`src/rtl/core/mss_pkg.sv`:
```
// Shared types and constants for the masked signature scanner.
// No dependencies.
`default_nettype none
package mss_pkg;

   localparam int MAX_PATTERN = 32;
   localparam int PAT_BYTES   = 32;
   localparam int PAT_REGS    = 4;
   localparam int LEN_W       = 6;
   localparam int ADDR_W      = 48;
   localparam int CNT_W       = 4;
   localparam int CSR_IDX_W   = 3;
   localparam int CSR_DATA_W  = 64;
   localparam int QDEPTH      = 2;
   localparam int QPTR_W      = (QDEPTH > 1) ? $clog2(QDEPTH) : 1;
   localparam int QCNT_W      = $clog2(QDEPTH + 1);

   localparam logic [CNT_W-1:0] COUNT_LIMIT = 4'd9;

   // register indexes
   localparam logic [CSR_IDX_W-1:0] CSR_LENGTH = 3'd0;
   localparam logic [CSR_IDX_W-1:0] CSR_PAT0   = 3'd1;
   localparam logic [CSR_IDX_W-1:0] CSR_PAT1   = 3'd2;
   localparam logic [CSR_IDX_W-1:0] CSR_PAT2   = 3'd3;
   localparam logic [CSR_IDX_W-1:0] CSR_PAT3   = 3'd4;
   localparam logic [CSR_IDX_W-1:0] CSR_CARE   = 3'd5;

   typedef struct packed {
      logic              hit;
      logic [ADDR_W-1:0] start_addr;
      logic              first_scan;
      logic              last_scan;
   } mss_entry_type;

endpackage
`default_nettype wire

```
`src/rtl/core/mss_front.sv`:
```
// Front end: config registers, byte window and masked compare per byte.
// Depends on mss_pkg.
`default_nettype none
module mss_front (
   input  wire logic                             clock,
   input  wire logic                             reset,
   input  wire logic                             csr_we,
   input  wire logic [mss_pkg::CSR_IDX_W-1:0]    csr_index,
   input  wire logic [mss_pkg::CSR_DATA_W-1:0]   csr_data,
   input  wire logic                             accept,
   input  wire logic [7:0]                       code_byte,
   input  wire logic [mss_pkg::ADDR_W-1:0]       byte_address,
   input  wire logic                             first_of_section,
   input  wire logic                             first_of_scan,
   input  wire logic                             last_of_scan,
   output mss_pkg::mss_entry_type                entry
);
   import mss_pkg::*;

   logic [LEN_W-1:0]               len_ff;
   logic [PAT_REGS-1:0][63:0]      pat_ff;
   logic [PAT_BYTES-1:0]           care_ff;
   logic [MAX_PATTERN-1:0][7:0]    win_ff, win_in;
   logic [LEN_W-1:0]               fill_ff, fill_in;
   logic [7:0]                     pat_byte [PAT_BYTES];
   logic [MAX_PATTERN-1:0]         slot_ok;
   logic                           hit;

   always_ff @(posedge clock) begin
      if (reset) begin
         len_ff  <= '0;
         pat_ff  <= '0;
         care_ff <= '0;
      end else if (csr_we) begin
         case (csr_index)
            CSR_LENGTH: len_ff    <= csr_data[LEN_W-1:0];
            CSR_PAT0:   pat_ff[0] <= csr_data;
            CSR_PAT1:   pat_ff[1] <= csr_data;
            CSR_PAT2:   pat_ff[2] <= csr_data;
            CSR_PAT3:   pat_ff[3] <= csr_data;
            CSR_CARE:   care_ff   <= csr_data[PAT_BYTES-1:0];
            default: ;
         endcase
      end
   end

   always_comb begin
      for (int i = 0; i < PAT_BYTES; i++) begin
         pat_byte[i] = pat_ff[i / 8][(i % 8) * 8 +: 8];
      end
   end

   // window after this byte shifts in; slot 0 is the newest byte
   always_comb begin
      win_in[0] = code_byte;
      for (int j = 1; j < MAX_PATTERN; j++) begin
         win_in[j] = win_ff[j-1];
      end
      if (first_of_section) begin
         fill_in = LEN_W'(1);
      end else if (fill_ff < LEN_W'(MAX_PATTERN)) begin
         fill_in = fill_ff + LEN_W'(1);
      end else begin
         fill_in = fill_ff;
      end
   end

   // slot j pairs with pattern byte len-1-j
   always_comb begin
      logic [LEN_W-1:0] pidx;
      pidx = '0;
      for (int j = 0; j < MAX_PATTERN; j++) begin
         pidx = len_ff - LEN_W'(1) - LEN_W'(j);
         if (LEN_W'(j) >= len_ff) begin
            slot_ok[j] = 1'b1;
         end else begin
            slot_ok[j] = !care_ff[pidx[4:0]] || (win_in[j] == pat_byte[pidx[4:0]]);
         end
      end
      hit = (len_ff != '0) && (len_ff <= LEN_W'(MAX_PATTERN)) &&
            (fill_in >= len_ff) && (&slot_ok);
   end

   always_ff @(posedge clock) begin
      if (reset) begin
         fill_ff <= '0;
      end else if (accept) begin
         fill_ff <= fill_in;
      end
   end

   always_ff @(posedge clock) begin
      if (accept) begin
         win_ff <= win_in;
      end
   end

   always_comb begin
      entry.hit        = hit;
      entry.start_addr = byte_address - ADDR_W'(len_ff - LEN_W'(1));
      entry.first_scan = first_of_scan;
      entry.last_scan  = last_of_scan;
   end

endmodule
`default_nettype wire

```
`src/rtl/core/mss_queue.sv`:
```
// Short queue of classified bytes between front and back.
// Depends on mss_pkg.
`default_nettype none
module mss_queue (
   input  wire logic             clock,
   input  wire logic             reset,
   input  wire logic             push,
   input  mss_pkg::mss_entry_type push_entry,
   output logic                  not_full,
   output logic                  not_empty,
   input  wire logic             pop,
   output mss_pkg::mss_entry_type pop_entry
);
   import mss_pkg::*;

   mss_entry_type         slot_ff [QDEPTH];
   logic [QPTR_W-1:0]     wr_ptr_ff, wr_ptr_in;
   logic [QPTR_W-1:0]     rd_ptr_ff, rd_ptr_in;
   logic [QCNT_W-1:0]     count_ff, count_in;

   assign not_full  = (count_ff != QCNT_W'(QDEPTH));
   assign not_empty = (count_ff != '0);
   assign pop_entry = slot_ff[rd_ptr_ff];

   always_comb begin
      wr_ptr_in = wr_ptr_ff;
      rd_ptr_in = rd_ptr_ff;
      count_in  = count_ff;
      if (push) begin
         wr_ptr_in = (wr_ptr_ff == QPTR_W'(QDEPTH - 1)) ? '0 : wr_ptr_ff + QPTR_W'(1);
      end
      if (pop) begin
         rd_ptr_in = (rd_ptr_ff == QPTR_W'(QDEPTH - 1)) ? '0 : rd_ptr_ff + QPTR_W'(1);
      end
      if (push && !pop) begin
         count_in = count_ff + QCNT_W'(1);
      end else if (pop && !push) begin
         count_in = count_ff - QCNT_W'(1);
      end
   end

   always_ff @(posedge clock) begin
      if (reset) begin
         wr_ptr_ff <= '0;
         rd_ptr_ff <= '0;
         count_ff  <= '0;
      end else begin
         wr_ptr_ff <= wr_ptr_in;
         rd_ptr_ff <= rd_ptr_in;
         count_ff  <= count_in;
      end
   end

   always_ff @(posedge clock) begin
      if (push) begin
         slot_ff[wr_ptr_ff] <= push_entry;
      end
   end

endmodule
`default_nettype wire

```
`src/rtl/core/mss_back.sv`:
```
// Back end: match counting, first-hit address, early stop, result register.
// Depends on mss_pkg.
`default_nettype none
module mss_back (
   input  wire logic                       clock,
   input  wire logic                       reset,
   input  wire logic                       q_valid,
   input  mss_pkg::mss_entry_type          q_entry,
   output logic                            q_pop,
   output logic                            rsp_valid,
   input  wire logic                       rsp_ready,
   output logic [mss_pkg::ADDR_W-1:0]      rsp_first_match_address,
   output logic [mss_pkg::CNT_W-1:0]       rsp_match_count,
   output logic                            rsp_unique_match
);
   import mss_pkg::*;

   logic [CNT_W-1:0]  cnt_ff, cnt_in;
   logic [ADDR_W-1:0] addr_ff, addr_in;
   logic              stop_ff, stop_in;
   logic              emit;
   logic              rsp_valid_ff, rsp_valid_in;
   logic [ADDR_W-1:0] rsp_addr_ff;
   logic [CNT_W-1:0]  rsp_cnt_ff;
   logic              rsp_uniq_ff;

   assign q_pop = q_valid && (!rsp_valid_ff || rsp_ready);

   always_comb begin
      cnt_in  = q_entry.first_scan ? '0 : cnt_ff;
      addr_in = q_entry.first_scan ? '0 : addr_ff;
      stop_in = q_entry.first_scan ? 1'b0 : stop_ff;
      emit    = 1'b0;
      if (!stop_in) begin
         if (q_entry.hit) begin
            if (cnt_in == '0) begin
               addr_in = q_entry.start_addr;
            end
            if (cnt_in < COUNT_LIMIT) begin
               cnt_in = cnt_in + CNT_W'(1);
            end
            if (cnt_in >= COUNT_LIMIT) begin
               stop_in = 1'b1;
               emit    = 1'b1;
            end
         end
         if (q_entry.last_scan) begin
            emit = 1'b1;
         end
      end
      rsp_valid_in = rsp_valid_ff && !rsp_ready;
      if (q_pop && emit) begin
         rsp_valid_in = 1'b1;
      end
   end

   always_ff @(posedge clock) begin
      if (reset) begin
         cnt_ff       <= '0;
         addr_ff      <= '0;
         stop_ff      <= 1'b0;
         rsp_valid_ff <= 1'b0;
      end else begin
         rsp_valid_ff <= rsp_valid_in;
         if (q_pop) begin
            cnt_ff  <= cnt_in;
            addr_ff <= addr_in;
            stop_ff <= stop_in;
         end
      end
   end

   always_ff @(posedge clock) begin
      if (q_pop && emit) begin
         rsp_addr_ff <= addr_in;
         rsp_cnt_ff  <= cnt_in;
         rsp_uniq_ff <= (cnt_in == CNT_W'(1));
      end
   end

   assign rsp_valid               = rsp_valid_ff;
   assign rsp_first_match_address = rsp_addr_ff;
   assign rsp_match_count         = rsp_cnt_ff;
   assign rsp_unique_match        = rsp_uniq_ff;

endmodule
`default_nettype wire

```
`src/rtl/core/masked_signature_scanner_core.sv`:
```
// Masked byte-pattern scanner. One byte accepted per cycle while the queue is not full.
// A result follows its accepted byte: the front compare writes the queue at the accepting edge,
// then the back end pops the entry once any held result is taken and registers the result.
// Throughput: one byte per cycle, limited by the single-byte window shift and a full queue.
// Reset (synchronous, active high) clears config, window fill, counts, queue
// and result valid; the window bytes themselves are not cleared.
`default_nettype none
module masked_signature_scanner_core (
   input  wire logic                           clock,
   input  wire logic                           reset,
   input  wire logic                           csr_valid,
   output logic                                csr_ready,
   input  wire logic [mss_pkg::CSR_IDX_W-1:0]  csr_index,
   input  wire logic [mss_pkg::CSR_DATA_W-1:0] csr_data,
   input  wire logic                           req_valid,
   output logic                                req_ready,
   input  wire logic [7:0]                     req_code_byte,
   input  wire logic [mss_pkg::ADDR_W-1:0]     req_byte_address,
   input  wire logic                           req_first_of_section,
   input  wire logic                           req_first_of_scan,
   input  wire logic                           req_last_of_scan,
   output logic                                rsp_valid,
   input  wire logic                           rsp_ready,
   output logic [mss_pkg::ADDR_W-1:0]          rsp_first_match_address,
   output logic [mss_pkg::CNT_W-1:0]           rsp_match_count,
   output logic                                rsp_unique_match
);
   import mss_pkg::*;

   mss_entry_type front_entry;
   mss_entry_type back_entry;
   logic          accept;
   logic          q_not_full;
   logic          q_not_empty;
   logic          q_pop;

   assign csr_ready = 1'b1;
   assign req_ready = q_not_full;
   assign accept    = req_valid && q_not_full;

   mss_front u_front (
      .clock            (clock),
      .reset            (reset),
      .csr_we           (csr_valid && csr_ready),
      .csr_index        (csr_index),
      .csr_data         (csr_data),
      .accept           (accept),
      .code_byte        (req_code_byte),
      .byte_address     (req_byte_address),
      .first_of_section (req_first_of_section),
      .first_of_scan    (req_first_of_scan),
      .last_of_scan     (req_last_of_scan),
      .entry            (front_entry)
   );

   mss_queue u_queue (
      .clock      (clock),
      .reset      (reset),
      .push       (accept),
      .push_entry (front_entry),
      .not_full   (q_not_full),
      .not_empty  (q_not_empty),
      .pop        (q_pop),
      .pop_entry  (back_entry)
   );

   mss_back u_back (
      .clock                   (clock),
      .reset                   (reset),
      .q_valid                 (q_not_empty),
      .q_entry                 (back_entry),
      .q_pop                   (q_pop),
      .rsp_valid               (rsp_valid),
      .rsp_ready               (rsp_ready),
      .rsp_first_match_address (rsp_first_match_address),
      .rsp_match_count         (rsp_match_count),
      .rsp_unique_match        (rsp_unique_match)
   );

endmodule
`default_nettype wire

```
`config.mk`:
```
export PLATFORM = sky130hd
export DESIGN_NAME = masked_signature_scanner_core
export DESIGN_NICKNAME = d
export VERILOG_FILES = /design/src/rtl/core/mss_pkg.sv /design/src/rtl/core/mss_front.sv /design/src/rtl/core/mss_queue.sv /design/src/rtl/core/mss_back.sv /design/src/rtl/core/masked_signature_scanner_core.sv
export SDC_FILE = /design/constraint.sdc
export NUM_CORES = 2
export LEC_CHECK = 0
export BUFFER_PORTS_ARGS = -buffer_cell sky130_fd_sc_hd__buf_2
export CAP_MARGIN = 20
export CORE_MARGIN = 4
export CORE_UTILIZATION = 45
export DETAILED_ROUTE_END_ITERATION = 10
export SYNTH_ARGS = -nofsm -noshare
export SYNTH_HDL_FRONTEND = slang
export SYNTH_SLANG_ARGS = --single-unit
```
`constraint.sdc`:
```
create_clock -name clock -period 7.7 [get_ports clock]
set_clock_uncertainty 0.1 [all_clocks]
set_input_delay 1.155 -clock clock [delete_from_list [all_inputs] [get_ports clock]]
set_output_delay 1.155 -clock clock [all_outputs]
set_load 0.01 [all_outputs]
```
== Yosys cells after proc, flatten, opt, wreduce, memory -nomap -nowiden ==
Memory sizes are Yosys's and may differ from the RTL's. A register that Yosys moved wholly into a read port is not among the register bits.
Cells that the tools add are included.

* Add/subtract/negate cells: 40
* Multipliers: 0
* Div/mod/pow operators: 0
* Order comparisons: 101
* Equal/unequal tests: 39
* Shift operators: 0
* Mux-type cells: 219
* Bitwise gates (word level): 32
* Reductions and logical operators: 90

{| class="wikitable"
|+ Operators with widths
! operator !! number
|-
| 8-bit binary-select mux with 5-bit select || 32
|-
| 8-bit 2-to-1 mux || 64
|-
| 8-bit == test || 32
|-
| 6-bit >= comparator, second input constant || 32
|-
| 5-bit by 6-bit less-than comparator with 1-bit output, second input constant || 32
|-
| 48-bit 2-to-1 mux || 4
|-
| 5-bit inverter with 6-bit output || 32
|-
| 1-bit binary-select mux with 5-bit select || 32
|-
| 5-bit by 6-bit >= comparator with 1-bit output, first input constant || 16
|-
| 5-bit subtractor, second input constant || 16
|-
| 1-bit 2-to-1 mux || 77
|-
| 4-bit by 6-bit >= comparator with 1-bit output, first input constant || 8
|-
| 48-bit subtractor || 1
|-
| 5-bit by 4-bit subtractor with 5-bit output, second input constant || 8
|-
| 1-bit logical NOT || 36
|-
| 1-bit logical OR || 33
|-
| 32-bit AND reduction || 1
|-
| 3-bit by 6-bit >= comparator with 1-bit output, first input constant || 4
|-
| 4-bit 2-to-1 mux || 6
|-
| 5-bit by 3-bit subtractor with 5-bit output, second input constant || 4
|-
| 1-bit by 6-bit >= comparator with 1-bit output, first input constant || 2
|-
| 2-bit by 6-bit >= comparator with 1-bit output, first input constant || 2
|-
| 6-bit 2-to-1 mux || 2
|-
| 2-bit AND reduction || 6
|-
| 24 further kinds || 39
|}

* Register bits after elaboration: 659
* Bits in latches: 0
* RAM bits: 102
* ROM bits: 0
* Input port bits: 131
* Word-level logic and storage cells: 570
* Memories kept: 1

{| class="wikitable"
|+ Memory list
! name !! words !! bits a word !! read ports !! clocked after Yosys merged registers in !! write ports !! RTL line !! text
|-
| u_queue.slot_ff || 2 || 51 || 1 || 1 || 1 || mss_queue.sv:16 || <nowiki>mss_entry_type slot_ff [QDEPTH];</nowiki>
|}

== Logic depth before layout (Yosys ltp) ==
* Depth after elaboration: 12
* Mapped depth: 26

== Modules after synthesis ==
A second synthesis with hierarchy kept.

* Cells, all modules: 5212
* Area, all modules: 51583.2 um^2

{| class="wikitable"
|+ Modules (own cells, without submodules)
! module !! instances !! cells each !! area each (um^2) !! sequential area each (um^2)
|-
| mss_front || 1 || 4648 || 43389.1 || 13452.9
|-
| mss_back || 1 || 380 || 4270.3 || 2672.6
|-
| mss_queue || 1 || 181 || 3906.2 || 3163.0
|-
| masked_signature_scanner_core || 1 || 3 || 17.5 || 0.0
|}

== Worst setup path before layout ==
Ideal clock, no wire load.

* Path type: input port to flip-flop
* From: in req_valid
* To: reg u_queue.count_ff[1]
* Data arrival time: 7453 ps
* Setup slack: 76 ps
* Stages: 5
* Buffers on the path: 0
* Cells stage by stage: nand2_1 -> inv_1 -> ha_1 -> or3_1 -> a21oi_1

* Cells in the longest elaborated chain, start to end: 4
* Elaborated cells between the ends (all ways): 6
* Classes of those cells: mux: 1; reduce/logical: 5

{| class="wikitable"
|+ Ends and longest elaborated chain
! item !! RTL line !! text
|-
| from (decl) || masked_signature_scanner_core.sv:15 || <nowiki>input wire logic req_valid,</nowiki>
|-
| 1-bit logical AND (*) || masked_signature_scanner_core.sv:39 || <nowiki>assign accept = req_valid && q_not_full;</nowiki>
|-
| via accept || masked_signature_scanner_core.sv:32 || <nowiki>logic accept;</nowiki>
|-
| 1-bit logical NOT || mss_queue.sv:37 || <nowiki>end else if (pop && !push) begin</nowiki>
|-
| 1-bit logical AND || mss_queue.sv:37 ||
|-
| 2-bit nonzero test (no line) || - ||
|-
| to (signal assigned) || mss_queue.sv:50 || <nowiki>count_ff <= count_in;</nowiki>
|-
| to (decl) || mss_queue.sv:19 || <nowiki>logic [QCNT_W-1:0] count_ff, count_in;</nowiki>
|}

Mark *: on every way through the listed nets, which the timed path passes. The rest lies on a longest branch.
A chain may end at the register's enable or synchronous reset.

==> impl_metrics.ini <==
[place]
placedCellCount = 6380
place_congestion = 1.11
port_buffers = 185
dp_hpwl_um = 166000
dpl_cell_area_sq_um = 52300

[clock_tree]
worstSkewPairLatency_ps = 720
cts_tree = yes
cts-root-buf = clkbuf_16
h-tree-depth = 3
clkTransAtPathRegs_ps = 70
ctsHoldBuffers = 0
numCtsBuffers = 89
cts_sinks = 762
post-cts-setup-buffer-count = 0
ctsResizeCount = 0
clock_path_buffers = 3

[die]
rows = 121
ioPinCount = 187
start_util = 0.456
die_area_sq_um = 116000
die_h_um = 341
die_w_um = 341
coreArea_sq_um = 109000

[global_route]
grt_first_pass_wirelength_um = 294000
grt_usage = 0.356
overflow = 0
grt_antenna_before_repair = 2
grt_pass1_vias = 37800
grt_max_degree = 174

[timing]
fin_crit_sh = 0.893
setup_viol = 0
max-slew-margin-rel = 0.215
fmax_ghz = 0.145
rsz0062_at_grt = false
worst_hold_slack_ps = 353
final.min_clock_period_ps = 6870
max_slew.worst_pin.slew_ps = 1150
hold_viol_final = 0
slew_violations = 0
setup_tns_ps = 0

[synthesis]
synth_cell_types = 85
ys.flop_type = edfxtp_1
yosys.area.top_type = edfxtp_1
yosys_register_bits = 762
synth-edff-count = 403
synth_mux_area_frac = 0.239
synth_top_family_by_area = multiplexers
synthAdderAreaFrac = 0.0155
synth-simple-area-share = 0.123
synthXorXnorAreaFrac = 0.0960
synth_warnings = 0
ys_async_sr_fraction = 0
netlist_area_sq_um = 49900
synthesis.nets = 5147
synth_compound_area_frac = 0.107
postSynthAreaPerCell_sq_um = 10.1
ys_seq_area_frac = 0.387
yosysTopAreaCellShare = 0.243
synth_area_leaders = edfxtp_1 24%, dfxtp_1 14%, mux2i_1 10%
synthCells = 4954

[setup_path]
critPathCaptureType = flop
cp.required_ps = 8070
critPathArrivalTime_ps = 7250
start_kind = flop
reg2reg_slack_ps = 830
worst-path-max-fanout = 69
crit_type = flop to flop

[detailed_routing]
antenna_left = 0
wl_per_cell_um = 32.5
wirelength_um = 213000
vias = 41600
drt-initial-drc-count = 5491
drt-met1-wl_um = 85100
route.met3.wl_um = 23100
drtPass1Iterations = 6
via_per_inst = 6.35
routed.top_layer = met4
post-route-drc-count = 0
met2_wirelength_um = 90500

[cells_and_area]
layout.cells.non_filler = 6550
final_area_sq_um = 55400
drive_gt1_frac = 0.176
nets = 5193
layout_common_cells = 877 x nand2_1, 498 x mux2i_1, 417 x a21oi_1
final_common_cell = nand2_1
area_growth_syn_to_layout_pct = 11.0

[power]
total_power_w = 0.0135
ir_worst_vdd_v = 0.000268
p_leak_nw = 19.3
power_density_nw_per_um2 = 243

[worst_hold_path]
min_path_type = flop to flop

[flow_run]
drv_cap = 0

[status]
status = complete, no violations
## metrics by stage
stage,worst slack [ps],utilization
2_1_floorplan,76.0,-
3_3_place_gp,1290,0.478
3_5_place_dp,1110,0.478
4_1_cts,1060,0.505
5_1_grt,623,0.506
6_report,825,0.506
## area by class of cell
class	instances	area (sq um)
Fill cell	10100	54100
Multi-Input combinational cell	3835	29200
Sequential cell	762	19300
Clock buffer	118	2470
Timing Repair Buffer	286	1860
Tap cell	1476	1850
Clock inverter	46	559
Inverter	26	108
Antenna cell	1	2.50
## state kept, by name, summed over array words and instances, names as in the netlist, 2 cells and up, named ones only
name                            cells
u_queue.slot_ff                   102
u_back.rsp_first_match_address     48
u_back.addr_ff                     48
u_front.pat_byte                  256
u_queue.count_ff                    2
u_back.rsp_match_count              4
u_back.cnt_ff                       4
u_front.fill_ff                     6
u_front.win_ff                    248
u_front.care_ff                    32
u_front.len_ff                      6
## power breakdown
part | internal (W) | total, W | switching, W
clock network | 0.00255 | 0.00445 | 0.00189
registers | 0.00512 | 0.00571 | 0.000590
logic | 0.00113 | 0.00331 | 0.00218
## path summary, 6_finish.rpt
kind / endpoint / cells after the start / from
worst min-delay path: u_back.addr_ff[34] / 2 / u_back.addr_ff[34]
worst min register to register: u_back.addr_ff[34] / 2 / u_back.addr_ff[34]
worst max-delay path: u_queue.slot_ff[0][50] / 14 / u_front.len_ff[1]
worst max register to register: u_queue.slot_ff[0][50] / 14 / u_front.len_ff[1]
## cells in the mapped netlist (all sizes together), types with 84 or more instances
master	number
a21oi	417
buf	152
clkbuf	179
dfxtp	359
edfxtp	403
mux2	200
mux2i	503
mux4	205
nand2	881
nand3	84
nor2	189
o21ai	186
xnor2	307
xor2	231
## worst max-delay path, cell delays in order (launching register included)
cell and delay, ps:
dfxtp_1 810, inv_1 260, ha_4 650, buf_12 400
buf_4 450, mux2_2 390, o21ai_0 890, mux4_2 540
xnor2_1 90, nor4_1 440, a211oi_1 240, a2111oi_0 620
buf_4 240, nand4_1 110, nor4_2 350
## layer usage
metal  vias up  GRT usage
met5         -          0
met1     20700      0.476
met3       441      0.102
li1      18200          -
met2      2214      0.523
met4         0      0.189
## cells by family after synthesis
group	Yosys count
mux	908
buf+inv	357
other cells	1
compound gates	908
fa+ha+maj	62
xor+xnor	538
flops	762
simple gates	1418
Power figures use the tool's default switching activity.
